==> src/design/fat_cluster_chain_walker_top_defines.svh <==
// Assertion macros for the FAT cluster chain walker.
// Needs clk_i and rst_ni in the scope where a macro is used.
// Synthesis builds define SYNTHESIS and get empty bodies.
`ifndef FAT_CLUSTER_CHAIN_WALKER_TOP_DEFINES_SVH
`define FAT_CLUSTER_CHAIN_WALKER_TOP_DEFINES_SVH

`ifndef SYNTHESIS
// Same-cycle implication, checked at every rising edge out of reset
`define FCW_ASSERT_NOW(lbl, ante, cons, msg) \
  lbl: assert property (@(posedge clk_i) disable iff (!rst_ni) (ante) |-> (cons)) \
    else $error(msg);
// Next-cycle implication
`define FCW_ASSERT_NEXT(lbl, ante, cons, msg) \
  lbl: assert property (@(posedge clk_i) disable iff (!rst_ni) (ante) |=> (cons)) \
    else $error(msg);
`else
`define FCW_ASSERT_NOW(lbl, ante, cons, msg)
`define FCW_ASSERT_NEXT(lbl, ante, cons, msg)
`endif

`endif

==> src/design/fcw_pkg.sv <==
// Shared types, codes and table-entry helpers for the FAT cluster chain walker.
// No dependencies; imported by the top level, the walker and the testbench.
`default_nettype none

package fcw_pkg;

  // Entry width selected by the configuration register (code three acts as FAT32)
  typedef enum logic [1:0] {
    FCW_FAT12 = 2'd0,
    FCW_FAT16 = 2'd1,
    FCW_FAT32 = 2'd2
  } fcw_mode_e;

  // Item function codes
  localparam logic FUNC_LOAD = 1'b0;
  localparam logic FUNC_WALK = 1'b1;

  // End-of-chain thresholds
  localparam logic [27:0] FCW_END12 = 28'h0000ff8;
  localparam logic [27:0] FCW_END16 = 28'h000fff8;
  localparam logic [27:0] FCW_END32 = 28'hffffff8;

  typedef struct packed {
    logic        func;
    logic [14:0] load_index;
    logic [15:0] load_word;
    logic [27:0] start_cluster;
    logic [15:0] hop_count;
  } fcw_in_t;

  typedef struct packed {
    logic [31:0] reached_cluster;
    logic        chain_ended;
    logic [15:0] hops_done;
    logic        out_of_range;
  } fcw_out_t;

  typedef enum logic [1:0] {
    ST_IDLE,
    ST_LOOK,
    ST_RD0,
    ST_RD1
  } fcw_state_e;

  // Assemble the entry from the low and high words read from the table
  function automatic logic [27:0] fcw_entry(logic [1:0] mode, logic n_odd, logic b_odd,
                                            logic [15:0] lo, logic [15:0] hi);
    logic [15:0] pair;
    logic [27:0] v;
    pair = b_odd ? {hi[7:0], lo[15:8]} : lo;
    unique case (mode)
      FCW_FAT12: v = n_odd ? 28'(pair[15:4]) : 28'(pair[11:0]);
      FCW_FAT16: v = 28'(lo);
      default:   v = {hi[11:0], lo};
    endcase
    return v;
  endfunction

  // Free entry or end marker for the given width
  function automatic logic fcw_stop(logic [1:0] mode, logic [27:0] v);
    logic past_end;
    unique case (mode)
      FCW_FAT12: past_end = (v >= FCW_END12);
      FCW_FAT16: past_end = (v >= FCW_END16);
      default:   past_end = (v >= FCW_END32);
    endcase
    return past_end || (v == 28'd0);
  endfunction

endpackage

`default_nettype wire

==> src/design/fcw_walker.sv <==
// Chain-walk sequencer: address generation, table reads, entry decode and result register.
// Depends on fcw_pkg; drives the read port of fcw_table_mem.
`default_nettype none

module fcw_walker import fcw_pkg::*; #(
  parameter int unsigned Words = 32768,
  localparam int unsigned AW = $clog2(Words)
) (
  input  logic          clk_i,
  input  logic          rst_ni,
  input  logic [1:0]    mode_i,
  input  logic          accept_i,
  input  fcw_in_t       item_i,
  output logic          busy_o,
  output logic          rd_en_o,
  output logic [AW-1:0] rd_addr_o,
  input  logic [15:0]   rd_data_i,
  output logic          result_strobe_o,
  output fcw_out_t      result_o
);

  // Limits beyond which a lookup falls outside the store
  localparam logic [28:0] Lim12 = 29'(2 * Words - 1);
  localparam logic [27:0] Lim16 = 28'(Words);
  localparam logic [27:0] Lim32 = 28'(Words / 2);

  fcw_state_e    state_q, state_d;
  logic          strobe_q, strobe_d;
  fcw_out_t      result_q, result_d;
  logic [27:0]   clust_q;
  logic [15:0]   hops_q;
  logic [15:0]   done_q;
  logic [AW-1:0] addr_q;
  logic          two_q;
  logic          b_odd_q;
  logic [15:0]   word0_q;

  logic [28:0]   byte_off;
  logic          look_oor;
  logic [AW-1:0] look_addr;
  logic          look_two;
  logic [15:0]   lo_word;
  logic [27:0]   entry;
  logic          entry_stop;
  logic [15:0]   done_inc;
  logic          last_hop;
  logic          eval_now;
  logic          eval_finish;
  logic          take_walk;
  logic          take_load;

  assign take_load = accept_i && (item_i.func == FUNC_LOAD);
  assign take_walk = accept_i && (item_i.func == FUNC_WALK);

  // Entry location for the current cluster
  assign byte_off = {1'b0, clust_q} + {2'b00, clust_q[27:1]};

  always_comb begin
    unique case (mode_i)
      FCW_FAT12: begin
        look_oor  = (byte_off >= Lim12);
        look_addr = AW'(byte_off[28:1]);
        look_two  = byte_off[0];
      end
      FCW_FAT16: begin
        look_oor  = (clust_q >= Lim16);
        look_addr = AW'(clust_q);
        look_two  = 1'b0;
      end
      default: begin
        look_oor  = (clust_q >= Lim32);
        look_addr = AW'({clust_q, 1'b0});
        look_two  = 1'b1;
      end
    endcase
  end

  // Decode the entry once its words are in
  assign lo_word     = (state_q == ST_RD1) ? word0_q : rd_data_i;
  assign entry       = fcw_entry(mode_i, clust_q[0], b_odd_q, lo_word, rd_data_i);
  assign entry_stop  = fcw_stop(mode_i, entry);
  assign done_inc    = done_q + 16'd1;
  assign last_hop    = (done_inc == hops_q);
  assign eval_now    = ((state_q == ST_RD0) && !two_q) || (state_q == ST_RD1);
  assign eval_finish = eval_now && (entry_stop || last_hop);

  // Next state
  always_comb begin
    state_d = state_q;
    unique case (state_q)
      ST_IDLE: begin
        if (take_walk && (item_i.hop_count != 16'd0)) begin
          state_d = ST_LOOK;
        end
      end
      ST_LOOK: state_d = look_oor ? ST_IDLE : ST_RD0;
      ST_RD0: begin
        if (two_q) begin
          state_d = ST_RD1;
        end else begin
          state_d = eval_finish ? ST_IDLE : ST_LOOK;
        end
      end
      ST_RD1:  state_d = eval_finish ? ST_IDLE : ST_LOOK;
      default: state_d = ST_IDLE;
    endcase
  end

  // State outputs: busy flag and read port
  always_comb begin
    busy_o    = 1'b1;
    rd_en_o   = 1'b0;
    rd_addr_o = addr_q + AW'(1);
    unique case (state_q)
      ST_IDLE: busy_o = 1'b0;
      ST_LOOK: begin
        rd_en_o   = !look_oor;
        rd_addr_o = look_addr;
      end
      ST_RD0:  rd_en_o = two_q;
      ST_RD1:  rd_en_o = 1'b0;
      default: busy_o = 1'b0;
    endcase
  end

  // Result to present in the next cycle
  always_comb begin
    strobe_d = 1'b0;
    result_d = '0;
    if (take_load) begin
      strobe_d = 1'b1;
    end else if (take_walk && (item_i.hop_count == 16'd0)) begin
      strobe_d                 = 1'b1;
      result_d.reached_cluster = {4'h0, item_i.start_cluster};
    end else if ((state_q == ST_LOOK) && look_oor) begin
      strobe_d              = 1'b1;
      result_d.out_of_range = 1'b1;
      result_d.hops_done    = done_q;
    end else if (eval_finish) begin
      strobe_d = 1'b1;
      if (entry_stop) begin
        result_d.chain_ended = 1'b1;
        result_d.hops_done   = done_q;
      end else begin
        result_d.reached_cluster = {4'h0, entry};
        result_d.hops_done       = done_inc;
      end
    end
  end

  // Control registers
  always_ff @(posedge clk_i or negedge rst_ni) begin
    if (!rst_ni) begin
      state_q  <= ST_IDLE;
      strobe_q <= 1'b0;
    end else begin
      state_q  <= state_d;
      strobe_q <= strobe_d;
    end
  end

  // Walk datapath registers
  always_ff @(posedge clk_i) begin
    result_q <= result_d;
    if ((state_q == ST_IDLE) && take_walk) begin
      clust_q <= item_i.start_cluster;
      hops_q  <= item_i.hop_count;
      done_q  <= 16'd0;
    end
    if (state_q == ST_LOOK) begin
      addr_q  <= look_addr;
      two_q   <= look_two;
      b_odd_q <= byte_off[0];
    end
    if ((state_q == ST_RD0) && two_q) begin
      word0_q <= rd_data_i;
    end
    // Advance one link
    if (eval_now && !eval_finish) begin
      clust_q <= entry;
      done_q  <= done_inc;
    end
  end

  assign result_strobe_o = strobe_q;
  assign result_o        = result_q;

endmodule

`default_nettype wire

==> config.mk <==
export PLATFORM = sky130hd
export DESIGN_NAME = fcw_walker
export DESIGN_NICKNAME = d
export VERILOG_FILES = /design/src/design/fat_cluster_chain_walker_top_defines.svh /design/src/design/fcw_pkg.sv /design/src/design/fcw_walker.sv
export SDC_FILE = /design/constraint.sdc
export NUM_CORES = 1
export LEC_CHECK = 0
export ABC_AREA = 1
export CORE_MARGIN = 2
export CORE_UTILIZATION = 50
export CTS_BUF_LIST = sky130_fd_sc_hd__clkbuf_8
export DETAILED_ROUTE_END_ITERATION = 8
export DONT_BUFFER_PORTS = 1
export GPL_ROUTABILITY_DRIVEN = 0
export REMOVE_ABC_BUFFERS = 1
export SLEW_MARGIN = 20
export SYNTH_ARGS = -nofsm -noshare
export SYNTH_HDL_FRONTEND = slang
export SYNTH_SLANG_ARGS = --single-unit
==> constraint.sdc <==
create_clock -name clk_i -period 12.9 [get_ports clk_i]
set_input_delay 0.645 -clock clk_i [delete_from_list [all_inputs] [get_ports clk_i]]
set_output_delay 0.645 -clock clk_i [all_outputs]
set_load 0.05 [all_outputs]
==> run summary, run 1 <==
status - completed
period utilization - 0.379
CP Launch Type - flop
Post-CTS Setup Inserts - 0
Critical path buffers and inverters - 0
Worst-Margin Slew - 1.02 ns
post-synthesis compound-gate area fraction - 0.0684
clock slew at reported path FFs - 0.09 ns
vias in the first global route - 9,335
sequential cell area fraction in the yosys report - 0.352
area of the multi-input gates - 5750 sq um
Slowest cell on crit path - nor2_1
P_sw - 0.00107 W
Post-Place Setup Slack - 8.07 ns
DIE WIDTH - 151 um
final setup TNS - 0 ns
ys flop type - edfxtp_1
Synth Area in Simple Gates - 0.384
yosys warns - 0
RSZ-0062 raised after global routing - no
Post-synth EDFFs - 93
clock share of power - 0.170
post-CTS sizing - 0
cells along the critical path - ha_1 > fa_1 > nand2_1 > nand2_1 > nand3_1 > nand2_1 > nand2_1 > nand2_1 > nand2_1 > nand3_1 > nand2_1 > nand2_1 > nor2_1 > nand2_1 > nor2_1 > nand2_1 > nand2_1 > a21oi_1 > nor2_1
CP arrival - 4.24 ns
share of layout cells above drive strength 1 - 0.0443
xor/xnor share of the synthesized area - 0.0138
PortBufs - 0
CTS Root Cell - clkbuf_8
Hold Fails Final Rpt - 0
Seq pwr share - 0.362
largest net degree at the start of global routing - 45
# hold bufs at CTS - 1
HPWL Detailed - 22,900 um
post-route ant nets - 0
DIE AREA - 22,700 sq um
Setup-failing EPs final - 0
wire per inst - 15.6 um
worst hold slack - 0.256 ns
Async S/R FF share, synth - 0.0211
cell leakage power - 5.65 nW
number of clock sinks - 142
CP Class - flop to output pin
Internal - 0.00102 W
Rel. slew slack - 0.319
first-pass GRT wire length - 47,200 um
CP max FO - 9
num rows - 53
gr usage total - 0.269
register area - 3790 sq um
DR DRC count - 0
Total Wirelength - 29,700 um
Worst Setup End Kind - output pin
Fmax - 0.205 GHz
CP delay by family, top - simple AND/OR/NAND/NOR gates
sw frac - 0.513
via count - 9,940
total chip power - 0.00209 W
vias per std cell - 5.23
Initial DRC Count - 633
FF+latch count, synth - 142
mapped cell area - 10,800 sq um
Worst Skew - 0.0154 ns
IO Count - 165
global route total overflow - 0
combinational power share - 0.467
Distinct cells, synth - 46
Synth Area in Adders - 0.0645
die height - 151 um
Num CTS Buffers - 17
antenna violations before repair - 0
fillers - 2,118
Hold Path Class - input port to flop
Mapped Cells - 1,636
Avg Cell Area, Syn - 6.59 sq um
Diodes inserted - 0
Layout area overhead - 4.53%
worst-skew pair later-pin latency - 0.48 ns
Core Box Area - 21,100 sq um
nets - 1,763
mux share of post-synthesis cell area - 0
most frequent cell on the critical path - nand2_1
CP max stage delay - 0.77 ns
power per cell area - 185 nW/um^2
max cap viols - 0
post-layout min period - 4.89 ns
Worst Path Required - 12.26 ns
Setup WS post-layout - 8.01 ns
Initial Util - 0.511
CTS tree - built
DR pass1 iterations - 5
htree depth - 4
main combinational cell family by area after synthesis - simple AND/OR/NAND/NOR gates
Longest Clk Path Bufs - 2
Peak VDD IR - 156 uV
fin. max-slew vios - 0
cell type report:
type                    instances  area share
multi-input cells            1192       0.511
flip-flops and latches        142       0.336
inverters                     250      0.0833
well taps                     275      0.0305
clock buffers                  18      0.0220
clock inverters                14      0.0118
repair buffers                  8     0.00555
placed cells by master (no fill, tap or decap), types with 3 or more instances in the layout:
cell      synthesis  layout
a21oi_2           3       3
inv_1           237     237
o21ai_1          40      47
nand4_1          37      37
nand2_2           6       6
nor2_2            4       6
edfxtp_1         93      93
ha_1             54      54
or2_1             3       3
buf_4            12       7
nand3b_1          6       6
inv_2            10      10
nand3_1         144     144
dfxtp_1          46      46
a21oi_1          45      45
o221ai_1         14      14
clkbuf_8          0      18
xor2_1            9       9
o21bai_1          3       3
clkinv_4          0       5
clkinv_1          3       4
inv_6             0       4
dfrtp_1           3       3
o21ai_0          16       7
nor3_1           11      11
nand2_1         500     500
conb_1            1       4
xnor2_1           8       8
o211ai_1          3       3
and2_1            5       5
nor2_1          258     256
nor4_1            4       4
metrics by stage:
step / cells / cell area, sq um / utilization
floorplan: 1584 / 10500 / -
finish: 1899 / 11300 / 0.534
CTS: 1899 / 11300 / 0.534
global placement: 1866 / 10900 / 0.516
global route: 1899 / 11300 / 0.534
detailed placement: 1866 / 10900 / 0.516
sequential cells by signal (all words and copies together), names as in the netlist:
| signal | cells |
|---|---|
| result_o | 46 |
| clust_q | 28 |
| done_q | 16 |
| hops_q | 16 |
| word0_q | 16 |
| addr_q | 15 |
| state_q | 2 |
| b_odd_q | 1 |
| result_strobe_o | 1 |
| two_q | 1 |
metal layers:
| metal | wire length, um | up-vias | track usage |
|---|---|---|---|
| met3 | 1990 | 40 | 0.0509 |
| met2 | 14000 | 313 | 0.456 |
| met1 | 13000 | 4447 | 0.347 |
| li1 | - | 5140 | - |
| met5 | 0 | - | 0 |
| met4 | 666 | 0 | 0.0902 |
cell families after synthesis:
kind of cell / count (synthesis)
and+or+nand+nor: 987
DFF: 142
AOI/OAI and AO/OA: 129
other: 1
buffers and inverters: 305
adders and majority gates: 55
xor gates and xnor gates: 17
power by group through the flow:
stage | Combinational (W) | Clock, W | Sequential [W]
6_report | 0.000976 | 0.000356 | 0.000757
5_1_grt | 0.00110 | 0.000379 | 0.000769
4_1_cts | 0.000977 | 0.000362 | 0.000756
3_5_place_dp | 0.000973 | 0 | 0.000766
3_3_place_gp | 0.000965 | 0 | 0.000765
2_1_floorplan | 0.000765 | 0 | 0.000747
synthesized netlist by cell type (all sizes together) (14+ instances only):
library cell / instances / area [sq um]
inv: 247 / 927
nor2: 263 / 1010
edfxtp: 93 / 2790
nand3: 145 / 731
buf: 41 / 278
clkbuf: 14 / 52.6
o21ai: 56 / 280
nand4: 38 / 253
o221ai: 14 / 123
ha: 54 / 676
a21oi: 48 / 252
dfxtp: 46 / 921
nand2: 506 / 1910
path summary, 6_finish.rpt:
kind,start,end,slack [ns],depth (start not counted)
min in group asynchronous,rst_ni,state_q[0]$_DFFE_PN0P_,0.43,1
worst max-delay path,clust_q[0]$_DFFE_PP_,rd_en_o,8.01,19
max in group asynchronous,rst_ni,state_q[1]$_DFFE_PN0P_,12.31,1
worst min-delay path,item_i[0],hops_q[0]$_DFFE_PP_,0.26,0
worst min register to register,state_q[1]$_DFFE_PN0P_,state_q[1]$_DFFE_PN0P_,0.58,2
worst max register to register,state_q[1]$_DFFE_PN0P_,clust_q[5]$_DFFE_PP_,8.06,20
Power figures use the tool's default switching activity.
==> inputs of run 2 (changes only) <==
- clock period: 12.9 -> 5 ns (I/O delays scaled with it)
==> run summary, run 2 (synthesis results as in run 1) <==
most frequent cells in the layout - nand2_1, nor2_1, inv_1, nand3_1, edfxtp_1
CP Class - flop to output pin
CP arrival - 3.88 ns
fin. max-slew vios - 0
Hold Fails Final Rpt - 0
CP max stage delay - 0.59 ns
PortBufs - 0
Longest Clk Path Bufs - 2
power per cell area - 466 nW/um^2
DIE WIDTH - 151 um
Rel. slew slack - 0.319
DR DRC count - 0
Non-Filler Instances - 1,950
nets - 1,814
Peak VDD IR - 323 uV
Worst Setup End Kind - output pin
post-route ant nets - 0
Layout area overhead - 9.31%
Worst Skew - 0.0153 ns
Core Box Area - 21,100 sq um
Fmax - 0.242 GHz
Initial Util - 0.511
period utilization - 0.825
vias per std cell - 5.25
via count - 10,200
num rows - 53
IO Count - 165
htree depth - 4
clock slew at reported path FFs - 0.10 ns
cells along the critical path - ha_1 > fa_1 > nand2_1 > nand2_1 > nand3_1 > nand2_1 > nand2_1 > nand2_1 > nand2_1 > nand3_1 > nand2_1 > nand2_1 > nor2_1 > nand2_1 > nor2_1 > nand2_1 > nand2_1 > a21oi_1 > nor2_1 > buf_4
RSZ-0062 raised after global routing - no
Worst Path Required - 4.75 ns
post-layout min period - 4.13 ns
commonest non-fill, non-tap cell in the layout - nand2_1
worst hold slack - 0.0142 ns
most frequent cell on the critical path - nand2_1
Diodes inserted - 0
CP Launch Type - flop
HPWL Detailed - 23,000 um
fin area - 11,800 sq um
fillers - 2,151
Worst-Margin Slew - 1.02 ns
Num CTS Buffers - 17
wire per inst - 15.7 um
Slowest cell on crit path - edfxtp_1
global route total overflow - 0
gr usage total - 0.274
first-pass GRT wire length - 48,200 um
post-CTS sizing - 0
CTS tree - built
share of layout cells above drive strength 1 - 0.0472
Initial DRC Count - 651
Total Wirelength - 30,600 um
final setup TNS - 0 ns
Setup-failing EPs final - 0
worst-skew pair later-pin latency - 0.47 ns
number of clock sinks - 142
status - completed
cell leakage power - 5.88 nW
max reg flops - 46
vias in the first global route - 9,414
antenna violations before repair - 0
DIE AREA - 22,700 sq um
DP Cell Count - 1,872
Hold Path Class - input port to flop
CTS Root Cell - clkbuf_8
DR pass1 iterations - 5
CP max FO - 9
largest net degree at the start of global routing - 45
die height - 151 um
max cap viols - 0
dpl cell area - 10,900 sq um
Final Util - 0.559
==> run 2: cell types whose count changed in the layout (fill, tap and decap cells not counted), sizes merged <==
cell,change
dlygate4sd3,+45
buf,+6
inv,+5
clkinv,-3
clkbuf,-1
clkinvlp,-1
==> run 2: path summary, 6_finish.rpt <==
path                            slack (ns)                   start                        end  depth (start not counted)
worst max-delay path                  0.87    clust_q[0]$_DFFE_PP_                    rd_en_o                         20
worst max register to register        0.98  state_q[1]$_DFFE_PN0P_      clust_q[13]$_DFFE_PP_                         17
max in group asynchronous             4.82                  rst_ni     state_q[0]$_DFFE_PN0P_                          1
min in group asynchronous             0.02                  rst_ni  result_strobe_o$_DFF_PN0_                          1
worst min register to register        0.57  state_q[1]$_DFFE_PN0P_     state_q[1]$_DFFE_PN0P_                          2
worst min-delay path                  0.01              item_i[24]    result_o[26]$_SDFF_PP0_                          4
==> run 2: stage by stage <==
stage	worst slack, ns	power (W)
6_report	0.873	0.00549
4_1_cts	0.873	0.00549
5_1_grt	0.625	0.00590
3_3_place_gp	1.07	0.00448
2_1_floorplan	-0.403	0.00390
3_5_place_dp	1.04	0.00450
==> run 2: area by class of cell <==
cell class | count | area (sq um) | area share
clock buffer | 17 | 234 | 0.0199
clock inverter | 15 | 166 | 0.0141
inverter | 250 | 938 | 0.0797
multi-input combinational | 1192 | 5750 | 0.488
sequential | 142 | 3790 | 0.322
tap | 275 | 344 | 0.0292
timing repair buffer | 59 | 558 | 0.0474
==> run 2: report_power, final <==
group	switching, W	internal (W)	leakage (nW)	total (W)
clock network	0.000543	0.000418	0.201	0.000961
registers	0.000379	0.00155	1.28	0.00193
logic	0.00190	0.000707	4.40	0.00260
total	0.00282	0.00268	5.88	0.00549
==> run 2: repair_timing <==
action / 4_1_cts / 5_1_grt
endpoints found under the hold margin: 48 / 0
hold buffers: 46 / 0
setup buffers: 0 / 0
==> run 2: critical path: cells and delay by family (launching register included) <==
family          cells  cell delay [ns]
flops               1             0.59
fa+ha+maj           2             0.79
compound gates      1             0.14
simple gates       16             1.66
buf+inv             1             0.21
==> run 2: routing by layer <==
metal	up-vias	track usage	routed length, um
met4	0	0.0888	752
met2	347	0.464	14700
li1	5252	-	-
met5	-	0	0
met3	49	0.0482	1830
met1	4582	0.357	13300
==> inputs of run 3 (changes only) <==
- ABC_AREA: 1 -> 0
- clock period: 5 -> 3.8 ns (I/O delays scaled with it)
==> run summary, run 3 <==
fillers - 1,631
Slowest cell on crit path - or4_1
Initial Util - 0.511
vias in the first global route - 8,185
Crit. Startpoint - clust_q[5]$_DFFE_PP_
FF-to-FF Start - clust_q[2]$_DFFE_PP_
power per cell area - 723 nW/um^2
CP arrival - 3.67 ns
Worst Skew - 0.0147 ns
largest area contributor in the netlist - edfxtp_1
Mapped Cells - 1,034
number of clock sinks - 142
CP max FO - 4
most frequent cells in the layout - nand2_1, edfxtp_1, buf_4, dlygate4sd3_1, nor2_1
Setup WS post-layout - -0.0557 ns
num rows - 50
Longest Clk Path Bufs - 2
max reg flops - 46
commonest non-fill, non-tap cell in the layout - nand2_1
global route total overflow - 0
area of the multi-input gates - 5550 sq um
worst hold endpoint - addr_q[1]$_DFFE_PP_
vias per std cell - 5.96
CTS tree - built
HPWL Detailed - 19,900 um
FF+latch count, synth - 142
Synth top area share - 0.291
worst-skew pair later-pin latency - 0.47 ns
Worst-Margin Slew - 0.968 ns
status - finished with violations
clock slew at reported path FFs - 0.09 ns
DP Cell Count - 1,297
wire per inst - 19.9 um
CP Launch Type - flop
first-pass GRT wire length - 43,800 um
post-layout min period - 3.86 ns
Hold Path Class - input port to flop
Layout area overhead - 21.5%
Rel. slew slack - 0.351
most frequent cell on the critical path - buf_4
fin area - 11,600 sq um
period utilization - 1.01
htree depth - 4
DR pass1 iterations - 5
IO Count - 165
CP max stage delay - 0.52 ns
Distinct cells, synth - 85
PortBufs - 0
Async S/R FF share, synth - 0.0211
top post-synthesis cells by area - edfxtp_1, dfxtp_1, ha_1
Setup-failing EPs final - 1
DR DRC count - 0
Diodes inserted - 0
Worst Setup End Kind - output pin
commonest cells in the netlist - nand2_1, edfxtp_1, o21ai_0, a21oi_1, nor2_1
Worst Hold Depth - 1
Peak VDD IR - 338 uV
share of layout cells above drive strength 1 - 0.169
Post-synth EDFFs - 93
dpl cell area - 10,300 sq um
Avg Cell Area, Syn - 9.27 sq um
R2R setup slack - 0.02 ns
cells along the critical path - inv_1 > ha_1 > buf_4 > nand4_1 > o221ai_2 > a22oi_2 > buf_4 > buf_4 > or4_1 > nand4_1 > nor4_2 > buf_4 > a21boi_1 > o21bai_1 > and2_4 > buf_12
DIE WIDTH - 142 um
gr usage total - 0.278
HP Start - mode_i[1]
CP Class - flop to output pin
Total Wirelength - 28,000 um
cell leakage power - 4.61 nW
Initial DRC Count - 651
DIE AREA - 20,300 sq um
Hold Fails Final Rpt - 0
Post-Place Setup Slack - 0.00398 ns
mapped cell area - 9590 sq um
die height - 142 um
top-count cell post-synth - nand2_1
via count - 8,414
antenna violations before repair - 0
Fmax - 0.259 GHz
r2r endpoint - result_o[1]$_SDFF_PP0_
register area - 3790 sq um
sequential cell area fraction in the yosys report - 0.395
Core Box Area - 18,800 sq um
ys flop type - edfxtp_1
post-route ant nets - 0
Non-Filler Instances - 1,412
max cap viols - 0
R2R cell count - 15
RSZ-0062 raised after global routing - yes
Final Util - 0.621
CTS Root Cell - clkbuf_8
failing checks - setup timing
yosys warns - 0
largest net degree at the start of global routing - 51
Num CTS Buffers - 17
Worst Path Required - 3.61 ns
nets - 1,317
fin. max-slew vios - 0
run 3: changes by cell type after synthesis, moves of 13 or more:
cell     previous run  this run
a22o_1              0        30
inv_1             237        53
xor2_1              9        23
mux2i_1             0        21
nor2_1            258        63
o21ai_0            16        64
nand4_1            37        24
nand2_1           500       156
o21ai_1            40         1
a21oi_1            45        63
nand3_1           144        33
xnor2_1             8        32
run 3: logic make-up after synthesis:
family / Yosys count / synth area share
multiplexers: 36 / 0.0446
XOR/XNOR: 63 / 0.0692
AND/OR/NAND/NOR: 366 / 0.181
AO/OA/AOI/OAI: 266 / 0.188
buffers and inverters: 105 / 0.0485
adder cells (fa/ha/maj): 55 / 0.0725
other: 1 / 0.000391
flip-flops: 142 / 0.395
run 3: how the worst max path moves through the flow:
| stage | depth (start not counted) | to | slack (ns) |
|---|---|---|---|
| after CTS | 13 | rd_en_o | -0.07 |
| final | 16 | rd_en_o | -0.06 |
| after global placement | 12 | result_o[4]$_SDFF_PP0_ | 0.06 |
| after floorplan | 7 | clust_q[0]$_DFFE_PP_ | -2.83 |
| after global routing | 16 | rd_en_o | -0.21 |
| after detailed placement | 13 | result_o[4]$_SDFF_PP0_ | 0.004 |
run 3: through the flow:
| stage | setup TNS, ns | hold WS [ns] | total power (W) |
|---|---|---|---|
| floorplan | -154.61 | -0.106 | 0.00555 |
| global placement | 0 | -0.106 | 0.00676 |
| detailed placement | 0 | -0.106 | 0.00677 |
| CTS | -0.113 | 0.00182 | 0.00828 |
| global route | -1.77 | 0.00924 | 0.00894 |
| finish | -0.0557 | 0.0223 | 0.00843 |
run 3: worst max-delay path: cells and delay by family (launching register included):
kind                     cells  cell delay, ns
adder cells (fa/ha/maj)      1            0.39
buffers and inverters        6            0.80
AO/OA/AOI/OAI                4            0.56
AND/OR/NAND/NOR              5            1.03
flip-flops                   1            0.43
run 3: power breakdown:
group | internal [W] | total, W | switching, W
Combinational | 0.00175 | 0.00455 | 0.00280
Clock | 0.000498 | 0.00124 | 0.000743
Sequential | 0.00210 | 0.00264 | 0.000534
Total | 0.00435 | 0.00843 | 0.00407
run 3: what timing repair did:
item / 4_1_cts / 5_1_grt
gates resized for setup: 25 / 23
hold buffers: 66 / 0
pin swaps: 17 / 10
setup buffers: 13 / 4
cloned: 0 / 0
endpoints found under the hold margin: 109 / 0
endpoints found under the setup margin: 5 / 110
run 3: layout make-up:
class	count	area share
Timing Repair Buffer	160	0.121
Multi-Input combinational cell	790	0.476
Inverter	54	0.0174
Tap cell	234	0.0251
Clock inverter	15	0.0142
Sequential cell	142	0.325
Clock buffer	17	0.0201
run 3: routing by layer:
| layer | vias to the layer above | wire length [um] | part of all wire | track usage |
|---|---|---|---|---|
| li1 | 4060 | - | - | - |
| met1 | 4016 | 13100 | 0.47 | 0.397 |
| met2 | 297 | 12800 | 0.46 | 0.432 |
| met3 | 41 | 1700 | 0.061 | 0.0582 |
| met4 | 0 | 408 | 0.015 | 0.0698 |
| met5 | - | 0 | 0 | 0 |
